===== src/rtl/g2p_pkg.sv =====
// Package for the Gregorian to Persian date converter.
// Holds the payload structs, the calendar constants and the month table.
// No dependencies; every other file in rtl uses it by scoped names.
`timescale 1ns / 1ps

package g2p_pkg;

    typedef struct packed {
        logic [11:0] greg_year;
        logic [3:0]  greg_month;
        logic [4:0]  greg_day;
    } greg_date_t;

    typedef struct packed {
        logic [11:0] persian_year;
        logic [3:0]  persian_month;
        logic [4:0]  persian_day;
    } persian_date_t;

    // Persian year and the day of that year, handed from the year fold to the month split.
    typedef struct packed {
        logic [11:0] persian_year;
        logic [8:0]  day_of_year;
    } year_pos_t;

    localparam logic [11:0] YEAR_OFFSET     = 12'd622;
    localparam logic [9:0]  DAYS_COMMON     = 10'd365;
    localparam logic [9:0]  DAYS_LEAP       = 10'd366;
    localparam logic [9:0]  NOWRUZ_OFFSET   = 10'd80;
    localparam logic [8:0]  FIRST_HALF_END  = 9'd186;
    localparam logic [8:0]  ELEVENTH_END    = 9'd336;
    localparam logic [3:0]  MONTH_JAN       = 4'd1;
    localparam logic [3:0]  MONTH_MAR       = 4'd3;
    localparam logic [3:0]  MONTH_DEC       = 4'd12;
    localparam logic [3:0]  MONTH_SEVENTH   = 4'd7;
    localparam logic [3:0]  MONTH_LAST      = 4'd12;

    // Days in the Gregorian year before the first of the given month.
    function automatic logic [8:0] cum_days(input logic [3:0] month);
        logic [8:0] days;
        unique case (month)
            4'd1:    days = 9'd0;
            4'd2:    days = 9'd31;
            4'd3:    days = 9'd59;
            4'd4:    days = 9'd90;
            4'd5:    days = 9'd120;
            4'd6:    days = 9'd151;
            4'd7:    days = 9'd181;
            4'd8:    days = 9'd212;
            4'd9:    days = 9'd243;
            4'd10:   days = 9'd273;
            4'd11:   days = 9'd304;
            4'd12:   days = 9'd334;
            default: days = 9'd0;
        endcase
        return days;
    endfunction

endpackage


===== src/rtl/g2p_year_fold.sv =====
// Year fold: Gregorian date to Persian year and day of the Persian year.
// Purely combinational; depends on g2p_pkg.
`timescale 1ns / 1ps

module g2p_year_fold (
    input  g2p_pkg::greg_date_t date,
    output g2p_pkg::year_pos_t  pos
);

    logic       g_leap;
    logic       prev_leap;
    logic       month_ok;
    logic [9:0] base_days;
    logic [9:0] year_len;
    logic [9:0] count;
    logic [11:0] year_base;

    assign g_leap    = (date.greg_year[1:0] == 2'd0);
    // The year before is leap exactly when this year is 1 mod 4, and so is the Persian year.
    assign prev_leap = (date.greg_year[1:0] == 2'd1);
    assign month_ok  = (date.greg_month >= g2p_pkg::MONTH_JAN)
                    && (date.greg_month <= g2p_pkg::MONTH_DEC);
    assign year_len  = prev_leap ? g2p_pkg::DAYS_LEAP : g2p_pkg::DAYS_COMMON;

    always_comb
    begin
        base_days = month_ok
            ? ({5'd0, date.greg_day} + {1'b0, g2p_pkg::cum_days(date.greg_month)})
            : 10'd0;
        count = base_days + 10'd1
              + {9'd0, (g_leap && (date.greg_month >= g2p_pkg::MONTH_MAR))}
              + (year_len - g2p_pkg::NOWRUZ_OFFSET);
        year_base = date.greg_year - g2p_pkg::YEAR_OFFSET;
        if (count > year_len)
        begin
            pos.persian_year = year_base + 12'd1;
            pos.day_of_year  = 9'(count - year_len);
        end
        else
        begin
            pos.persian_year = year_base;
            pos.day_of_year  = count[8:0];
        end
    end

endmodule


===== src/rtl/g2p_month_split.sv =====
// Month split: day of the Persian year to month and day of month.
// Purely combinational; depends on g2p_pkg.
`timescale 1ns / 1ps

module g2p_month_split (
    input  logic [8:0] day_of_year,
    output logic [3:0] persian_month,
    output logic [4:0] persian_day
);

    logic [8:0] rest;
    logic [2:0] idx;

    always_comb
    begin
        idx  = 3'd0;
        rest = 9'd0;
        if (day_of_year <= g2p_pkg::FIRST_HALF_END)
        begin
            // Months of 31 days: count the whole months already gone.
            for (int k = 1; k <= 5; k++)
            begin
                if (day_of_year > 9'(31 * k))
                begin
                    idx = idx + 3'd1;
                end
            end
            rest          = day_of_year - 9'(31 * idx);
            persian_month = g2p_pkg::MONTH_JAN + {1'b0, idx};
            persian_day   = rest[4:0];
        end
        else if (day_of_year <= g2p_pkg::ELEVENTH_END)
        begin
            rest = day_of_year - g2p_pkg::FIRST_HALF_END;
            for (int k = 1; k <= 4; k++)
            begin
                if (rest > 9'(30 * k))
                begin
                    idx = idx + 3'd1;
                end
            end
            rest          = rest - 9'(30 * idx);
            persian_month = g2p_pkg::MONTH_SEVENTH + {1'b0, idx};
            persian_day   = rest[4:0];
        end
        else
        begin
            // The last month runs from day 337 whether the year is leap or not.
            rest          = day_of_year - g2p_pkg::ELEVENTH_END;
            persian_month = g2p_pkg::MONTH_LAST;
            persian_day   = rest[4:0];
        end
    end

endmodule


===== src/rtl/gregorian_to_persian_date_core.sv =====
// Gregorian to Persian date converter, top level.
// Uses g2p_pkg, g2p_year_fold and g2p_month_split.
//
//   channel   direction  handshake                      payload
//   greg      in         greg_valid / greg_ready        greg_date (greg_date_t)
//   persian   out        persian_valid / persian_ready  persian_date (persian_date_t)
//
// One date is taken per cycle while greg_ready is high; its result passes the input register
// and then the result register, and it leaves once persian_ready takes it.
// The conversion sits between the input register and the result register.
// Reset empties both registers; no payload is cleared.
// A stalled result holds the pipeline only as far as needed: the input register still
// takes a new date while the result register waits, if it is empty.
`timescale 1ns / 1ps

module gregorian_to_persian_date_core (
    input  logic                   clk,
    input  logic                   rst_n,
    input  logic                   greg_valid,
    output logic                   greg_ready,
    input  g2p_pkg::greg_date_t    greg_date,
    output logic                   persian_valid,
    input  logic                   persian_ready,
    output g2p_pkg::persian_date_t persian_date
);

    logic                   in_valid_reg;
    logic                   in_valid_next;
    g2p_pkg::greg_date_t    in_data_reg;
    logic                   out_valid_reg;
    logic                   out_valid_next;
    g2p_pkg::persian_date_t out_data_reg;
    g2p_pkg::persian_date_t out_data_next;
    g2p_pkg::year_pos_t     pos;
    logic [3:0]             split_month;
    logic [4:0]             split_day;
    logic                   out_advance;

    assign out_advance = !out_valid_reg || persian_ready;
    assign greg_ready  = !in_valid_reg || out_advance;

    g2p_year_fold u_year_fold (
        .date (in_data_reg),
        .pos  (pos)
    );

    g2p_month_split u_month_split (
        .day_of_year   (pos.day_of_year),
        .persian_month (split_month),
        .persian_day   (split_day)
    );

    always_comb
    begin
        out_data_next.persian_year  = pos.persian_year;
        out_data_next.persian_month = split_month;
        out_data_next.persian_day   = split_day;
        in_valid_next  = greg_ready ? greg_valid : in_valid_reg;
        out_valid_next = out_advance ? in_valid_reg : out_valid_reg;
    end

    always_ff @(posedge clk or negedge rst_n)
    begin
        if (!rst_n)
        begin
            in_valid_reg  <= 1'b0;
            out_valid_reg <= 1'b0;
        end
        else
        begin
            in_valid_reg  <= in_valid_next;
            out_valid_reg <= out_valid_next;
        end
    end

    always_ff @(posedge clk)
    begin
        if (greg_valid && greg_ready)
        begin
            in_data_reg <= greg_date;
        end
        if (in_valid_reg && out_advance)
        begin
            out_data_reg <= out_data_next;
        end
    end

    assign persian_valid = out_valid_reg;
    assign persian_date  = out_data_reg;

endmodule


===== config.mk =====
export PLATFORM = sky130hd
export DESIGN_NAME = gregorian_to_persian_date_core
export DESIGN_NICKNAME = d
export VERILOG_FILES = /design/src/rtl/g2p_pkg.sv /design/src/rtl/g2p_year_fold.sv /design/src/rtl/g2p_month_split.sv /design/src/rtl/gregorian_to_persian_date_core.sv
export SDC_FILE = /design/constraint.sdc
export NUM_CORES = 1
export LEC_CHECK = 0
export ABC_AREA = 1
export BUFFER_PORTS_ARGS = -buffer_cell sky130_fd_sc_hd__buf_2
export CAP_MARGIN = 25
export CORE_ASPECT_RATIO = 0.75
export CORE_MARGIN = 8
export CORE_UTILIZATION = 61
export CTS_CLUSTER_DIAMETER = 30
export DETAILED_ROUTE_END_ITERATION = 10
export PLACE_DENSITY = 0.9
export SYNTH_ARGS = -nofsm -noshare
export SYNTH_HDL_FRONTEND = slang
export SYNTH_HIERARCHICAL = 1
export SYNTH_SLANG_ARGS = --single-unit

===== constraint.sdc =====
create_clock -name clk -period 13.3 [get_ports clk]
set_input_delay 0.665 -clock clk [delete_from_list [all_inputs] [get_ports clk]]
set_output_delay 0.665 -clock clk [all_outputs]
set_load 0.02 [all_outputs]

* Word level (Yosys, flattened, before mapping)
Memories as Yosys holds them, arrays and structs flattened. A register that Yosys moved wholly into a read port is not among the register bits.
Cells that the tools add are included.
** Cells by class
- $add $sub $neg :: 21
- Multipliers :: 2
- Order comparisons :: 15
- Equal/unequal tests :: 1
- Mux-type cells :: 30
- Reductions and logical operators :: 9
** Operators with widths (count)
- $mux 3 :: 20
- $gt 9x7->1 const B :: 4
- $add 3x1->3 const B :: 7
- $mux 21 :: 1
- $gt 9x5->1 const B :: 2
- $gt 9x6->1 const B :: 2
- $add 12x1->12 const B :: 1
- $mux 4 :: 3
- $sub 12x10->12 const B :: 1
- $add 10x1->10 :: 1
- $add 10x1->10 const B :: 1
- $add 10x10->10 :: 1
- $add 5x9->10 :: 1
- $gt 10x9->1 :: 1
- $mux 10 :: 1
- $mux 5 :: 2
- $sub 10x7->10 const B :: 1
- $sub 5x5->5 :: 2
- $gt 9x8->1 const B :: 1
- $le 9x8->1 const B :: 1
- $le 9x9->1 const B :: 1
- $sub 9x8->9 const B :: 1
- $sub 9x9->9 :: 1
- $mul 5x3->5 const A :: 1
- other kinds (14) :: 20
** Storage, ports and cells
- Register bits after elaboration :: 44
- Memory bits (read-only) :: 144
- Input port bits :: 25
- Logic and storage cells :: 87
- Memories kept :: 1
** Memory list
- (no name shown) :: words 16, bits a word 9, read ports 1, clocked after Yosys merged registers in 1, wr ports 0, RTL line g2p_pkg.sv:41 : unique case (month)

* Longest topological paths before layout
- Word-level depth :: 29
- Gate-level depth with buffers :: 63

* Cells and area by module
Netlist, hierarchy kept.
** Modules (own cells, without submodules)
- g2p_year_fold :: times used 1, cells an instance 366, area an instance 1954.4 µm², sequential area each 0.0 µm²
- g2p_month_split :: times used 1, cells an instance 279, area an instance 1612.8 µm², sequential area each 0.0 µm²
- gregorian_to_persian_date_core :: times used 1, cells an instance 54, area an instance 1356.3 µm², sequential area each 1311.3 µm²

* Worst setup path after synthesis
Ideal clock, no wire load.
- Path kind :: reg-to-reg
- From :: reg in_data_reg[6] (netlist bit)
- To :: reg out_data_reg, in the netlist persian_date[4], data pin
- Setup time :: 0.264 ns
- Arrival time :: 8.216 ns
- Setup slack :: 4.819 ns
- Stages on the path, launching flop included :: 52
- Path buffers :: 1
- Clock period less this slack :: 8.481 ns
- Cell sequence :: edfxtp_1 inv_1 ha_1 inv_1 nand2_2 o31ai_1 a21oi_1 fa_1 inv_1 nor2_1 ha_1 fa_1 ha_1 inv_1 nor2_1 nor2_1 nor2_1 nand3_1 [... 16 more ...] nand2_2 inv_1 ha_1 nand2_1 nand2_1 ha_1 inv_1 nor2_1 inv_1 or2_1 nand2_2 inv_2 fa_1 fa_1 ha_1 a21oi_1 xnor2_1 o21ai_0
** RTL lines
- from (decl) :: RTL line gregorian_to_persian_date_core.sv:29 : g2p_pkg::greg_date_t in_data_reg;
- from (signal assigned) :: RTL line gregorian_to_persian_date_core.sv:80 : in_data_reg <= greg_date;
- to (signal assigned) :: RTL line gregorian_to_persian_date_core.sv:84 : out_data_reg <= out_data_next;
- to (decl) :: RTL line gregorian_to_persian_date_core.sv:32 : g2p_pkg::persian_date_t out_data_reg;

==> impl_metrics.ini <==
[run_status]
status = complete, no violations

[synthesis]
yosysUniqueCellTypes = 42
yosysTopAreaCell = edfxtp_1
yosysMostFrequentCell = nand2_1
synth_top_cells_by_area = edfxtp_1, nand2_1, ha_1, inv_1, nand3_1
synth_nets = 785
netlist_instances = 699
synth_flop_cell = edfxtp_1
synthArstFlopShare_pct = 4.55
ys_warn_count = 6
synthesis.area_um2 = 4920
synth_common_cells = nand2_1, inv_1, nand3_1
syn_avg_cell_area_um2 = 7.04
synth_edf_count = 42
ys_ff_latch = 44
synth-seq-area-share_pct = 26.6
synth_top_area_share_pct = 25.6

[cts]
cts_tree = built
cts_setup_buffers = 0
cts-root-buf = clkbuf_8
cts_buffer_depth = 2
h-tree-depth = 2
cts_sinks = 44
clock_latency_ns = 0.30
cts_resized = 0
cts.clk_slew.worst_paths_ns = 0.09
numCtsBuffers = 5
ctsHoldBuffers = 0

[timing]
period_share_pct = 75.9
setup_viol = 0
tightest_slew_ns = 0.825
rsz0062_at_grt = no
hold_viol_final = 0
post-route-min-period_ns = 10.10
holdWs_ns = 0.145
maxSlewHeadroom_pct = 44.5
slew_viol_final = 0
fin_skew_ns = 0.00777
max_freq_mhz = 99.0
setup_tns_ns = 0

[hold_path]
hold_path_class = in -> async

[worst_setup_path]
cp-start-kind = register
crit_arrival_ns = 10.14
end_kind = register
crit_top_cell = inv_1
path_class = reg -> reg
slowest_stage = fa_1
slowest_delay_ns = 0.57
cp_max_fo = 22
critical_path_required_ns = 13.34

[grt]
grt.overflow.total = 0
met1_usage_pct = 29.2
grt_max_degree = 23
grt_pass1_wl_um = 20600
busiest_layer = met2
grt_pass1_vias = 4496
track_usage_pct = 22.1
antenna_found_initial = 0
grt_use_met2_pct = 36.0
gr-usage-met3_pct = 3.84

[routing]
firstDrtPassIters = 5
first_iter_violations = 451
vias = 4686
finalWirelength_um = 12200
ant_nets = 0
routedWlPerCell_um = 14.3
viasPerCell = 5.49
drc = 0

[final_layout]
drive_above_1_share_pct = 13.2
final_nets = 833
diodes = 0
area_growth_syn_to_layout_pct = 9.12

[placement]
port_buffers = 47
gp_congestion = 0.959
place_hpwl_um = 9730

[floorplan]
dieArea_um2 = 11200
die_height_um = 93.8
core_area_um2 = 7850
start_util_pct = 62.7
row_count = 28
ios = 48
die_x_um = 120

[flow_run]
drv_cap = 0
-- placed cells by master, fill, tap and decap left out, types with 7 or more instances in the layout --
cell type  instances
nand2_1          215
inv_2              8
xnor2_1           14
edfxtp_1          42
inv_1            111
a21oi_1           19
o21ai_0           11
xor2_1            19
buf_2             47
nand3_1           61
nand2_2           19
nor2_1            45
nand4_1           10
ha_1              54
fa_1               7
-- layout make-up --
class | count | area [µm²]
fill | 648 | 2470
clock buffer | 5 | 68.8
timing repair buffer | 49 | 258
inverter | 122 | 459
sequential | 44 | 1310
tap | 105 | 131
clock inverter | 3 | 42.5
multi-input combinational | 525 | 3100
-- worst paths after layout --
path	start	slack, ns	depth (start not counted)	end
min reg2reg	in_valid_reg	0.54	2	persian_valid
min	rst_n	0.14	1	in_valid_reg
max reg2reg	in_data_reg[6]	3.20	55	persian_date[4]
max in group asynchronous	rst_n	13.06	1	persian_valid
min in group clk	greg_date[12]	0.54	1	in_data_reg[12]
max	in_data_reg[6]	3.20	55	persian_date[4]
-- kinds of logic after synthesis --
kind of cell,Yosys count,share of synthesized area [%]
compound gates,53,6.51
xor+xnor,34,6.20
fa+ha+maj,61,16.6
buf+inv,130,10.4
flops,44,26.6
simple gates,377,33.6
-- metrics by stage --
step	setup WS [ns]	cell area, µm²	std cells	util (%)
after floorplan	4.82	4920	699	-
after global placement	3.62	5250	844	66.9
after detailed placement	3.34	5250	844	66.9
after CTS	3.29	5360	852	68.3
after global routing	2.09	5370	853	68.5
final	3.20	5370	853	68.5
-- layer usage --
layer | up-vias | share of wire (%)
met5 | - | 0
met1 | 2115 | 45
li1 | 2331 | -
met4 | 0 | 1.9
met2 | 217 | 45
met3 | 23 | 8.9
-- critical path, delay by kind of cell (launching register included) --
family                   cells  cell delay (ns)
AND/OR/NAND/NOR             24             3.02
adder cells (fa/ha/maj)     11             3.91
buffers and inverters       11             1.02
AO/OA/AOI/OAI                6             0.88
XOR/XNOR                     3             0.49
flip-flops                   1             0.49
Power is not shown: default switching activity piles up to over one toggle a cycle in this logic, so the estimate is an artifact.
